[config.mk]
export PLATFORM = sky130hd
export DESIGN_NAME = pnn_ctrl
export DESIGN_NICKNAME = d
export VERILOG_FILES = /design/src/hdl/pnn_pkg.sv /design/src/hdl/pnn_ctrl.sv
export SDC_FILE = /design/constraint.sdc
export NUM_CORES = 1
export LEC_CHECK = 0
export ABC_CLOCK_PERIOD_IN_PS = 1300
export BUFFER_PORTS_ARGS = -buffer_cell sky130_fd_sc_hd__buf_2
export CAP_MARGIN = 20
export CORE_MARGIN = 8
export CORE_UTILIZATION = 47
export DETAILED_ROUTE_END_ITERATION = 16
export GPL_TIMING_DRIVEN = 0
export PLACE_DENSITY = 0.81
export SYNTH_ARGS = -nofsm -noshare
export SYNTH_HDL_FRONTEND = slang
export SYNTH_SLANG_ARGS = --single-unit
[constraint.sdc]
create_clock -name aclk -period 1.3 [get_ports aclk]
set_input_delay 0.26 -clock aclk [delete_from_list [all_inputs] [get_ports aclk]]
set_output_delay 0.26 -clock aclk [all_outputs]
set_load 0.02 [all_outputs]
[src/hdl/pnn_pkg.sv]
`timescale 1ns / 1ps

package pnn_pkg;

    localparam int COORD_W  = 24;               // Q12.12 vertex coordinate
    localparam int BIAS_W   = 12;
    localparam int PROD_W   = 2 * (COORD_W + 1); // one Newell term
    localparam int SUM_W    = 58;               // saturating running sum
    localparam int MAG_W    = SUM_W;            // magnitude of a sum
    localparam int A_W      = 30;               // normalised magnitude
    localparam int SQ_W     = 2 * A_W;
    localparam int ROOT_W   = 64;               // radicand and root working width
    localparam int R_W      = 31;               // final root
    localparam int FRAC_SH  = 15;               // Q1.15 scaling
    localparam int NUM_W    = A_W + FRAC_SH + 1;
    localparam int QUO_W    = 16;
    localparam int OUT_W    = 16;
    localparam int CNT_W    = 5;
    localparam int COMP_W   = 2;
    localparam int SQ_CYCLES = 4;               // three squares plus the last accumulate
    localparam int DIV_STEPS = QUO_W;

    localparam logic signed [OUT_W-1:0] ONE_Q15 = 16'sd32767;
    localparam logic [COMP_W-1:0] LAST_COMP = 2'd2;
    localparam logic [COMP_W-1:0] ALL_COMPS = 2'd3;

    typedef enum logic [3:0] {
        ST_IDLE,
        ST_ADD,
        ST_CLOSE_MUL,
        ST_CLOSE_ADD,
        ST_ABS,
        ST_MAX,
        ST_SHIFT,
        ST_SQUARE,
        ST_SQRT,
        ST_DIV_INIT,
        ST_DIV_STEP,
        ST_DIV_END,
        ST_OUT
    } pnn_state_t;

    typedef struct packed {
        logic              load_first;
        logic              load_pair;
        logic              close_pair;
        logic              add_sums;
        logic              upd_prev;
        logic              abs_load;
        logic              max_load;
        logic              shift_step;
        logic              sq_load;
        logic              q_acc;
        logic              rt_step;
        logic              div_init;
        logic              div_step;
        logic              div_end;
        logic              out_load;
        logic [COMP_W-1:0] comp;
    } pnn_cmd_t;

    typedef struct packed {
        logic m_zero;
        logic m_in_range;
        logic rt_last;
    } pnn_sts_t;

endpackage

[src/hdl/pnn_ctrl.sv]
`timescale 1ns / 1ps

module pnn_ctrl import pnn_pkg::*; (
    input  logic     aclk,
    input  logic     aresetn,
    input  logic     s_valid,
    output logic     s_ready,
    input  logic     s_last_vertex,
    output logic     m_valid,
    input  logic     m_ready,
    input  pnn_sts_t sts,
    output pnn_cmd_t cmd
);

    pnn_state_t        state_reg;
    pnn_state_t        state_next;
    logic [CNT_W-1:0]  cnt_reg;
    logic [CNT_W-1:0]  cnt_next;
    logic [COMP_W-1:0] comp_reg;
    logic [COMP_W-1:0] comp_next;
    logic              first_pend_reg;
    logic              first_pend_next;
    logic              last_reg;
    logic              last_next;
    logic              m_valid_reg;
    logic              m_valid_next;
    logic              accept;
    logic              out_free;

    assign s_ready  = (state_reg == ST_IDLE);
    assign accept   = s_valid && s_ready;
    assign out_free = !m_valid_reg || m_ready;
    assign m_valid  = m_valid_reg;

    always_comb begin
        state_next = state_reg;
        unique case (state_reg)
            ST_IDLE: begin
                if (accept) begin
                    if (!first_pend_reg) begin
                        state_next = ST_ADD;
                    end else if (s_last_vertex) begin
                        state_next = ST_CLOSE_MUL;
                    end
                end
            end
            ST_ADD:       state_next = last_reg ? ST_CLOSE_MUL : ST_IDLE;
            ST_CLOSE_MUL: state_next = ST_CLOSE_ADD;
            ST_CLOSE_ADD: state_next = ST_ABS;
            ST_ABS:       state_next = ST_MAX;
            ST_MAX:       state_next = ST_SHIFT;
            ST_SHIFT: begin
                if (sts.m_zero) begin
                    state_next = ST_OUT;
                end else if (sts.m_in_range) begin
                    state_next = ST_SQUARE;
                end
            end
            ST_SQUARE: begin
                if (cnt_reg == CNT_W'(SQ_CYCLES - 1)) begin
                    state_next = ST_SQRT;
                end
            end
            ST_SQRT: begin
                if (sts.rt_last) begin
                    state_next = ST_DIV_INIT;
                end
            end
            ST_DIV_INIT: state_next = ST_DIV_STEP;
            ST_DIV_STEP: begin
                if (cnt_reg == CNT_W'(DIV_STEPS - 1)) begin
                    state_next = ST_DIV_END;
                end
            end
            ST_DIV_END: state_next = (comp_reg == LAST_COMP) ? ST_OUT : ST_DIV_INIT;
            ST_OUT: begin
                if (out_free) begin
                    state_next = ST_IDLE;
                end
            end
            default: state_next = ST_IDLE;
        endcase
    end

    always_comb begin
        cmd      = '0;
        cmd.comp = comp_reg;
        unique case (state_reg)
            ST_IDLE: begin
                cmd.load_first = accept && first_pend_reg;
                cmd.load_pair  = accept && !first_pend_reg;
            end
            ST_ADD: begin
                cmd.add_sums = 1'b1;
                cmd.upd_prev = 1'b1;
            end
            ST_CLOSE_MUL: cmd.close_pair = 1'b1;
            ST_CLOSE_ADD: cmd.add_sums   = 1'b1;
            ST_ABS:       cmd.abs_load   = 1'b1;
            ST_MAX:       cmd.max_load   = 1'b1;
            ST_SHIFT:     cmd.shift_step = !sts.m_zero && !sts.m_in_range;
            ST_SQUARE: begin
                cmd.comp    = cnt_reg[COMP_W-1:0];
                cmd.sq_load = (cnt_reg != CNT_W'(SQ_CYCLES - 1));
                cmd.q_acc   = (cnt_reg != '0);
            end
            ST_SQRT:      cmd.rt_step  = 1'b1;
            ST_DIV_INIT:  cmd.div_init = 1'b1;
            ST_DIV_STEP:  cmd.div_step = 1'b1;
            ST_DIV_END:   cmd.div_end  = 1'b1;
            ST_OUT:       cmd.out_load = out_free;
            default:      cmd.comp     = comp_reg;
        endcase
    end

    always_comb begin
        cnt_next        = '0;
        comp_next       = comp_reg;
        first_pend_next = first_pend_reg;
        last_next       = last_reg;
        m_valid_next    = m_valid_reg && !m_ready;
        if ((state_reg == ST_SQUARE) || (state_reg == ST_DIV_STEP)) begin
            cnt_next = cnt_reg + 1'b1;
        end
        if (state_reg == ST_ABS) begin
            comp_next = '0;
        end else if (state_reg == ST_DIV_END) begin
            comp_next = comp_reg + 1'b1;
        end
        if (accept) begin
            first_pend_next = 1'b0;
            last_next       = s_last_vertex;
        end
        if (cmd.out_load) begin
            first_pend_next = 1'b1;
            m_valid_next    = 1'b1;
        end
    end

    always_ff @(posedge aclk) begin
        if (!aresetn) begin
            state_reg      <= ST_IDLE;
            cnt_reg        <= '0;
            comp_reg       <= '0;
            first_pend_reg <= 1'b1;
            last_reg       <= 1'b0;
            m_valid_reg    <= 1'b0;
        end else begin
            state_reg      <= state_next;
            cnt_reg        <= cnt_next;
            comp_reg       <= comp_next;
            first_pend_reg <= first_pend_next;
            last_reg       <= last_next;
            m_valid_reg    <= m_valid_next;
        end
    end

`ifndef SYNTH
    // The square stage may only run once the largest magnitude is normalised.
    assert property (@(posedge aclk) disable iff (!aresetn)
        (state_reg == ST_SQUARE) |-> sts.m_in_range)
        else $error("squaring started before normalisation finished");

    // A proper normal is only delivered after all three divisions.
    assert property (@(posedge aclk) disable iff (!aresetn)
        (state_reg == ST_OUT && !sts.m_zero) |-> (comp_reg == ALL_COMPS))
        else $error("result issued with components missing");

    assert property (@(posedge aclk) disable iff (!aresetn)
        $rose(m_valid_reg) |-> ($past(state_reg) == ST_OUT))
        else $error("result raised outside the output state");
`endif

endmodule

Word level (Yosys, flattened, before mapping). Index checks and enable logic that the tools add are counted.

Bits in registers: 14. Output and inout port bits: 19.

Add/sub/neg operators: 2. Equality and inequality tests: 23. Muxes and demuxes: 27. Bitwise operators: 1. Reduce and logical (&&, ||, !) cells: 19.

Operators with widths (number): 4-bit case mux with 13 select lines (1); 4-bit 2-to-1 mux (9); 4-bit == test, second input constant (5); 4-bit by 3-bit == test with 1-bit output, second input constant (4); 1-bit 2-to-1 mux (12); 4-bit by 2-bit == test with 1-bit output, second input constant (2); 2-bit 2-to-1 mux (4); 2-bit != test, second input constant (4); 7-bit AND reduction (1); 3-bit != test, second input constant (2); 2-bit OR reduction (3); 5-bit by 1-bit adder with 5-bit output, second input constant (1); 5-bit by 2-bit == test with 1-bit output, second input constant (1); 5-bit by 4-bit == test with 1-bit output, second input constant (1); 1-bit logical AND (5); 1-bit logical NOT (5); 5-bit by 2-bit != test with 1-bit output, second input constant (1); 5-bit nonzero test (1); 4-bit by 1-bit == test with 1-bit output, second input constant (1); 4-bit logical NOT (1); 3-bit 2-to-1 mux (1); 2-bit by 1-bit adder with 2-bit output, second input constant (1); 2-bit == test, second input constant (1); 1-bit logical OR (2); other kinds (3) (3).

Depth between registers and ports, before layout.
Word-level depth: 4. Depth in mapped cells: 7.

Worst setup path after synthesis. Ideal clock, no wire load.

Path type: register -> output. Start: reg state_reg[3]. End: out cmd[15] (netlist name). Data arrival time: 1.404 ns. Setup slack: -0.364 ns. Stages on the path, launching flop included: 6. Buffers on the path: 1. Cell sequence: dfxtp_1 > or2_1 > buf_2 > nor3_4 > nand2_1 > nor2_1.

RTL lines: start: declaration (line pnn_ctrl.sv:15) `pnn_state_t state_reg;`; start signal: assignment (line pnn_ctrl.sv:149) `state_reg <= state_next;`; end: declaration (line pnn_ctrl.sv:12) `output pnn_cmd_t cmd`.

==> results by group <==
Outcome
  – Status: finished, violations left
  – Violated checks: negative setup slack

Clock tree
  – CTS sink count: 14
  – # hold bufs at CTS: 0
  – Bufs on Longest Clock Path: 2
  – Worst skew pair latency: roughly 0.3 ns
  – Reg clk slew, reported paths: 0.11 ns
  – CTS Root Cell: clkbuf_4
  – Total CTS buffers: 3
  – Htree depth: 1
  – CTS tree: built

Critical path
  – Worst reg2reg path startpoint: state_reg[3]
  – Worst setup SP type: register
  – CP Launch Point: state_reg[3]
  – R2R Setup Slk: -0.38 ns
  – Crit end category: output port
  – Critical path required time: 1.04 ns
  – Crit path max fanout: 3
  – Crit Path Category: reg2out
  – Critical path arrival: around 1.5 ns

Run
  – Max Cap Violations: 0

Synth
  – Synth area leaders: dfxtp_1 (27%), nor2_1 (7.5%), nand2_1 (5.4%), ha_1 (4.8%), nor3_4 (3.1%)
  – Sequential element share of the synthesized area: 26.8%
  – Largest family of logic cells by synthesized area: simple AND/OR/NAND/NOR gates
  – Number of synthesized flops with an enable pin: 0
  – Flops & latches, synth: 14
  – Post-synthesis xor/xnor area fraction: roughly 3.3%
  – Syn_nets: 142
  – Synth Area in Compound Gates: between 10% and 20%
  – Post-synthesis mux area share: approximately 2.9%
  – Synth top cells by count: nor2_1 (21), nand2_1 (15), dfxtp_1 (14)
  – Most common flop cell mapped by yosys: dfxtp_1
  – Yosys top cell by area: dfxtp_1
  – Simple-gate portion of the synthesized area: ~36%
  – Cell variety after synth: 44
  – Most common cell in the synthesized netlist: nor2_1
  – Cells after synthesis: 130
  – Top-area cell type share of the netlist area: between 20% and 30%
  – Post-Syn Area per Cell: ~8.0 sq um
  – Post-synth ARST share: 0%
  – Mapped Area: approximately 1000 sq um
  – Syn. warnings: 0
  – Post-Synth Adder-Cell Area: approximately 4.8%

Final layout
  – Proportion of layout cells with a drive suffix above 1: just under 60%
  – # diodes: 0
  – Layout fillers: 110
  – Fin util: between 80% and 90%
  – Max reg flops: 5
  – Multi-input combinational cell area: about 860 sq um
  – Number of nets in the layout: between 200 and 250
  – FF/Latch Area: 290 sq um
  – Area growth from synthesis to layout: 79.2%
  – Post-route non-filler standard cell count: about 220

Pwr
  – VDD IR max: about 1.2 mV
  – Combinational share of power: 64.9%
  – Switch Pwr: 1.00 mW
  – Clk pwr share: 14.1%
  – Internal power: between 1 and 1.5 mW
  – Cell Pwr Density: 1330 nW/um^2
  – Sequential power share: between 20% and 30%
  – Lkg Pwr: roughly 0.84 nW
  – Switching Fraction: 40.0%

STA
  – Final Hold Viols: 0
  – Worst hold slack: about 0.24 ns
  – Final clock skew: about 0.0048 ns
  – TNS Setup: -7.92 ns
  – Fin worst setup slack: -0.407 ns
  – Fmax: a little under 600 MHz
  – Final-report setup violation count: 29
  – Worst-Margin Slew: approximately 0.49 ns
  – Post-layout min period: roughly 1.7 ns
  – RSZ-0062 raised after global routing: yes
  – Relative slew margins: roughly 67%
  – Final Cycle Share: 131%
  – Slew Viols, Final: 0

Detailed routing
  – Post-route DRC: 0
  – Via count: between 1,000 and 1,500
  – Detailed Route Iter0 Violations: 63
  – Vias per cell: around 5.6
  – First drt pass iteration count: 4
  – Avg WL per Cell: 18.4 microns
  – Final WL: 3.97 mm
  – Final antenna-violating net count: 0

Placement
  – Gpl congestion: 0.880
  – Post-DP HPWL: 2.04 mm
  – Port bufs: 26
  – Placed insts: between 150 and 200

Global routing
  – Antenna violations before repair: 0
  – Global Route Usage Sum: roughly 17%
  – First-pass GRT wire length: 5.64 mm
  – Largest net degree at the start of global routing: 11
  – GR Overflow Total: 0
  – Vias in the first global route: between 1,000 and 1,500

Floorplan
  – FP Rows: 17
  – Die span in x: 63.2 microns
  – I/O pin count: 27
  – DIE AREA: between 3000 and 4000 sq um
  – Initial Util: between 40% and 50%
  – Chip height: 63.2 microns
  – Core Area: between 2000 and 2500 sq um

Hold path
  – Worst min path class: in2reg
  – Hold path startpoint: s_last_vertex
==> kinds of logic after synthesis <==
group           Yosys count
mux                       3
flops                    14
compound gates           24
fa+ha+maj                 4
xor+xnor                  4
buf+inv                  18
simple gates             63
==> critical path: stages (launching register included) <==
cell,delay (ns)
dfxtp_4,0.36
or2_1,0.28
nor3_4,0.19
nand2_4,0.10
nor2_4,0.10
buf_6,0.12
==> repair_timing <==
item / in CTS / in global routing
resized for setup: 60 / 30
setup buffers: 17 / 11
cloned: 1 / 1
setup endpoints to repair: 29 / 31
pin swaps: 17 / 13
==> per-layer routing <==
layer / vias up / track usage [%] / wire, microns
met5: - / 0 / 0
met4: 0 / 6.41 / 171
met3: 16 / 3.53 / 284
met2: 64 / 31.6 / 2060
met1: 573 / 18.6 / 1460
li1: 566 / - / -
==> power groups by stage <==
stage | logic, mW | registers (mW) | clock network, mW
finish | 1.62 | 0.525 | 0.353
global route | 1.70 | 0.528 | 0.367
CTS | 1.46 | 0.513 | 0.342
detailed placement | 0.895 | 0.509 | 0
global placement | 0.876 | 0.505 | 0
floorplan | 0.706 | 0.501 | 0
==> stage by stage <==
| step | setup slack, ns | cell area [sq um] | power [mW] |
|---|---|---|---|
| 3_5_place_dp | -0.257 | 1260 | 1.40 |
| 3_3_place_gp | -0.242 | 1260 | 1.38 |
| 4_1_cts | -0.480 | 1670 | 2.31 |
| 2_1_floorplan | -0.214 | 1100 | 1.21 |
| 5_1_grt | -0.460 | 1870 | 2.59 |
| 6_report | -0.407 | 1870 | 2.50 |
==> worst paths after layout <==
check | end | cells after the start
max | cmd[16] | 5
min | last_reg | 3
max reg2reg | state_reg[1] | 7
min reg2reg | cnt_reg[0] | 1
==> area by class of cell <==
class | count | area share, %
clock buffer | 4 | 1.94
sequential | 14 | 15.5
timing repair buffer | 56 | 28.4
tap | 28 | 1.87
multi-input combinational | 98 | 46.0
inverter | 9 | 1.94
buffer | 7 | 4.41
==> placed cells by master (no fill, tap or decap), types with 4 or more instances in the layout <==
| master | n |
|---|---|
| buf_2 | 8 |
| buf_4 | 28 |
| buf_6 | 18 |
| buf_8 | 4 |
| dfxtp_1 | 10 |
| inv_1 | 7 |
| nand2_1 | 8 |
| nand2_2 | 4 |
| nor2_1 | 13 |
| nor2_4 | 6 |
(Power assumes the default switching activity.)
